### src/slid_pkg.sv
// package for the sorted list insert/delete core
// holds field widths, operation and status codes, and the cell control type
// no dependencies
package slid_pkg;

  localparam int DATA_W       = 32;
  localparam int OP_W         = 2;
  localparam int STATUS_W     = 2;
  localparam int HELD_W       = 6;
  localparam int CAPACITY_DEF = 32;

  localparam logic [OP_W-1:0] OP_INSERT    = 2'd0;
  localparam logic [OP_W-1:0] OP_DELETE    = 2'd1;
  localparam logic [OP_W-1:0] OP_READ_UP   = 2'd2;
  localparam logic [OP_W-1:0] OP_READ_DOWN = 2'd3;

  localparam logic [STATUS_W-1:0] ST_OK        = 2'd0;
  localparam logic [STATUS_W-1:0] ST_FULL      = 2'd1;
  localparam logic [STATUS_W-1:0] ST_NOT_FOUND = 2'd2;
  localparam logic [STATUS_W-1:0] ST_EMPTY     = 2'd3;

  typedef enum logic [2:0] {
    CELL_HOLD,
    CELL_INSERT,
    CELL_DELETE,
    CELL_ROT_UP,
    CELL_ROT_DOWN
  } cell_cmd_t;

  typedef struct packed {
    cell_cmd_t                cmd;
    logic signed [DATA_W-1:0] val;
  } cell_ctl_t;

endpackage

### src/slid_cell.sv
// one slot of the sorted chain: holds a value, compares it with the operand
// and takes the operand or a neighbor's value on insert, delete or rotation; uses slid_pkg
module slid_cell import slid_pkg::*; (
  input  logic                     clk,
  input  cell_ctl_t                ctl,
  input  logic                     occupied,
  input  logic                     is_tail,
  input  logic signed [DATA_W-1:0] prev_value,
  input  logic                     prev_less,
  input  logic signed [DATA_W-1:0] next_value,
  input  logic signed [DATA_W-1:0] head_value,
  input  logic                     found,
  output logic signed [DATA_W-1:0] value,
  output logic                     less,
  output logic                     hit
);

  logic signed [DATA_W-1:0] value_next;

  assign less = occupied && (value < ctl.val);
  // any stored entry equal to the operand
  assign hit  = occupied && (value == ctl.val);

  always_comb begin
    value_next = value;
    case (ctl.cmd)
      CELL_INSERT: begin
        if (!less) begin
          value_next = prev_less ? ctl.val : prev_value;
        end
      end
      CELL_DELETE: begin
        if (!less && found) begin
          value_next = next_value;
        end
      end
      CELL_ROT_UP:   value_next = is_tail ? head_value : next_value;
      CELL_ROT_DOWN: value_next = prev_value;
      default:       value_next = value;
    endcase
  end

  always_ff @(posedge clk) begin
    value <= value_next;
  end

endmodule

### config.mk
export PLATFORM = sky130hd
export DESIGN_NAME = slid_cell
export DESIGN_NICKNAME = d
export VERILOG_FILES = /design/src/slid_pkg.sv /design/src/slid_cell.sv
export SDC_FILE = /design/constraint.sdc
export NUM_CORES = 1
export LEC_CHECK = 0
export CAP_MARGIN = 25
export CORE_MARGIN = 2
export CORE_UTILIZATION = 35
export DETAILED_ROUTE_END_ITERATION = 7
export DONT_BUFFER_PORTS = 1
export SLEW_MARGIN = 15
export SYNTH_ARGS = -nofsm -noshare
export SYNTH_HDL_FRONTEND = slang
export SYNTH_SLANG_ARGS = --single-unit
### constraint.sdc
create_clock -name clk -period 8.8 [get_ports clk]
set_input_delay 0.44 -clock clk [delete_from_list [all_inputs] [get_ports clk]]
set_output_delay 0.44 -clock clk [all_outputs]
set_load 0.02 [all_outputs]
-- Word-level counts from Yosys, hierarchy flattened
Index checks and enable logic that the tools add are counted.
W data, S select, Z words.
- register bits: 32
- latch bits: 0
- bits in writable memories: 0
- ROM bits: 0
- input bits: 136
- output and inout bits: 34
- logic and storage cells: 20
- memories kept: 0
- add/sub/neg operators: 0
- multipliers: 0
- divide/modulo/power cells: 0
- magnitude comparators: 1
- equal/unequal tests: 7
- shift operators: 0
- mux-type cells: 5
- bitwise gates (word level): 0
- reduce and logical (&&, ||, !) cells: 6
- operator list (cell ; count):
    $mux W32 ; 4
    $pmux W32 S4 ; 1
    $eq A32 B32 Y1 ; 1
    $lt A32 B32 Y1 ; 1
    $eq A3 B2 Y1 const B ; 2
    $ne A2 B2 Y1 const B ; 2
    $reduce_bool A4 Y1 ; 1
    $eq A3 B1 Y1 const B ; 1
    $eq A3 B3 Y1 const B ; 1
    $logic_and A1 B1 Y1 ; 3
    $reduce_and A3 Y1 ; 1
    $logic_not A1 Y1 ; 1

-- Logic depth before layout (Yosys ltp)
- word-level depth: 6
- mapped depth: 8
- mapped depth without buffers: 8

-- Least setup slack after synthesis
No wires, ideal clock.
- path kind: register to register
- start: register value[25]
- end: register value[0], enable pin
- library setup time: 561 ps
- arrival time: 2693 ps
- required time: 8239 ps
- setup slack: 5546 ps
- cell stages (with the launch flop): 8
- path buffers: 0
- clock period less this slack: 3254 ps
- cells stage by stage: edfxtp_1 -> ha_1 -> a21o_1 -> a221o_1 -> a211oi_2 -> o22ai_1 -> o41ai_1 -> nand3_1
- longest elaborated chain between the ends: 6
- elaborated cells on any way between the ends: 7
- those cells by class: 1 x order compare; 2 x eq/ne; 4 x reduce/logical
- ends and longest elaborated chain (item ; line ; source):
    from (decl) ; slid_cell.sv:13 ; output logic signed [DATA_W-1:0] value,
    from (signal assigned) ; slid_cell.sv:44 ; value <= value_next;
    $lt A32 B32 Y1 * ; slid_cell.sv:20 ; assign less = occupied && (value < ctl.val);
    $logic_and A1 B1 Y1 * ; slid_cell.sv:20 ;
    $logic_not A1 Y1 ; slid_cell.sv:33 ; if (!less && found) begin
    $logic_and A1 B1 Y1 ; slid_cell.sv:33 ;
    $ne A2 B2 Y1 (no line) ; -- ;
    $reduce_and A3 Y1 (no line) * ; -- ;
Every way passes the cells marked *; elsewhere a longest branch is shown, timed or not.
A chain may end at the register's enable or synchronous reset.

-- Worst setup path after layout
- start: register value[25]
- end: register value[31], enable pin
The elaborated chain is that of the path after synthesis.

==> flow_summary.yaml <==
finish:
  diodes: 0
  largest_register_ffs: 32
  syn_to_final_growth_pct: 9.150
  regMostFlops: "value"
  reg_top3: "value: 32 flops"
  final_area_mm2: 0.002940
  fin_cells: 439
  nets: 508
  fin_util_pct: 39.90
  drive_gt1_share_pct: 5.000
logic_synthesis:
  syn_inst: 344
  synthFlopType: "edfxtp_1"
  synth-seq-area-share_pct: 35.67
  synth_cell_types: 31
  synth_edf_count: 32
  yosys.area.top_type: "edfxtp_1"
  synth-warning-count: 0
  synthArstFlopShare_pct: 0
  synth-seq-cells: 32
  synth_top_area_share_pct: 35.67
  synth_fp_nets: 512
  synthesis.area_mm2: 0.002694
  synth.area.top_cells: "edfxtp_1, ha_1, a21oi_1"
  avgSynthCellArea_um2: 7.831
cts:
  cts-root-buf: "clkbuf_8"
  htree_levels: 2
  cts_buffer_depth: 2
  ctsHoldBuffers: 0
  cts_tree: "done"
  clkLatencyLatePin_ns: 0.28
  postCtsSetupBuffers: 0
  cts_made_buffers: 5
  post_cts_resized: 0
  clkSlewWorstSetupHoldPaths_ns: 0.07
  clock_sinks: 32
detailed_routing:
  drc_errors: 0
  drt_iter0_drc: 88
  via_per_inst: 5.544
  firstDrtPassIters: 4
  postRouteWirelength_um: 7948
  wl_per_cell_um: 18.10
  vias: 2434
  detail-route-antenna-nets: 0
global_route:
  grt_pass1_vias: 2356
  antenna_found_initial: 0
  grt-ovfl-total: 0
  grt_pass1_wl_um: 12010
  grt_max_degree: 33
  track_usage_pct: 18.28
floorplan:
  initial_core_util_pct: 36.55
  rows: 31
  die-height_um: 91.73
  io_pins: 170
  die_area_mm2: 0.008414
  die_w_um: 91.73
  coreArea_mm2: 0.007370
setup_path:
  arrival_ns: 3.18
  worstSetupPathType: "reg -> reg"
  crit_required_ns: 8.56
  reg2reg_depth: 7
  cp-end-kind: "flip-flop"
  worst-path-max-fanout: 32
  start_kind: "flip-flop"
min_path:
  hp-class: "in -> reg"
  whs_path_depth: 2
run_status:
  status: "finished clean"
timing:
  slew_viol_final: 0
  timing_hold_violations_final: 0
  min_period_ns: 3.420
  setup_ws_ns: 5.380
  period_share_pct: 38.86
  rsz0062_at_grt: "no"
  skew_ns: 0.009826
  max_slew_margin_pct: 29.93
  worstMarginPinSlew_ns: 1.041
  fmax_mhz: 292.4
  finalSetupViolCount: 0
  timing.setup.tns_ns: 0
placement:
  dp_hpwl_um: 6493
  dp_cells: 431
  dpl_cell_area_mm2: 0.002848
  port_buffers: 0
  dp_slack_ns: 5.372
  place.gp.congestion: 0.8176
pwr:
  p_leak_nw: 1.254
  powerDensity_mw_per_mm2: 156.4
  peakVddDrop_mv: 0.05080
run:
  cap_violations: 0
synthesized netlist by cell type (2+ instances only):
library cell  instances
a21oi_1              67
and2_1                2
a21o_1                2
clkbuf_1             11
nand4_1               3
ha_1                 32
inv_1                34
nand2_1              77
o21a_1                3
edfxtp_1             32
o21ai_1              33
nand3_1              14
o21ai_0               2
nand2b_1              2
nor2_1                6
nor4_1                2
o41ai_1               2
nor2b_1               2
and4_1                2
buf_2                 3
a221o_1               2
buf_1                 2
where the power goes:
part / switching, mW / internal [mW] / leakage (nW)
logic: 0.0721 / 0.0465 / 0.902
clock network: 0.0546 / 0.0538 / 0.0410
registers: 0.0370 / 0.196 / 0.312
path summary, 6_finish.rpt:
check / end / slack (ns) / start
worst min-delay path: value[21] / 0.37 / prev_value[21]
worst max register to register: value[31] / 5.38 / value[25]
worst max-delay path: value[31] / 5.38 / value[25]
worst min register to register: value[24] / 1.94 / value[23]
critical path, cell delays in order, from the launching register on:
cell	delay [ns]
edfxtp_1	0.51
ha_1	0.35
a21o_1	0.18
a221o_1	0.35
a211oi_2	0.25
o22ai_1	0.15
o41ai_1	0.34
nand3_2	0.75
routing by layer:
metal,GRT usage [%],up-vias,wire length (um)
met5,0,-,0
met4,8.458,0,257
met3,4.601,14,526
met2,29.41,104,3721
met1,23.03,1118,3442
li1,-,1198,-
area by class of cell:
type,instances,area (um^2)
Clock inverter,1,5.005
Tap cell,99,123.9
Clock buffer,6,72.57
Sequential cell,32,960.9
Fill cell,801,4429
Inverter,35,145.1
Multi-Input combinational cell,261,1533
Timing Repair Buffer,5,100.1
cells by family after synthesis:
family          after synthesis  synth area share (%)
compound gates              116                 23.55
simple gates                113                 18.16
buf+inv                      51                 7.757
fa+ha+maj                    32                 14.86
flops                        32                 35.67
through the flow:
| step | hold slack, ns | power [mW] |
|---|---|---|
| final | 0.3695 | 0.4599 |
| after global routing | 0.3668 | 0.4895 |
| after CTS | 0.3592 | 0.4642 |
| after detailed placement | 0.6589 | 0.3553 |
| after global placement | 0.6512 | 0.3470 |
| after floorplan | 0.6465 | 0.3185 |
placed cells by master (no fill, tap or decap), drive strengths merged, types with 2 or more instances in the layout:
cell type / Yosys / layout
nand2: 77 / 77
nand4: 3 / 3
nor2b: 2 / 2
nor4: 2 / 2
a221o: 2 / 2
and2: 3 / 3
inv: 34 / 34
and4: 2 / 2
a21o: 2 / 2
o21ai: 35 / 35
nor2: 6 / 6
nand2b: 2 / 2
o41ai: 2 / 2
edfxtp: 32 / 32
ha: 32 / 32
nand3: 14 / 14
buf: 5 / 5
a21oi: 67 / 67
o21a: 3 / 3
clkbuf: 11 / 6
No activity file was read; power rests on OpenSTA's default activity.
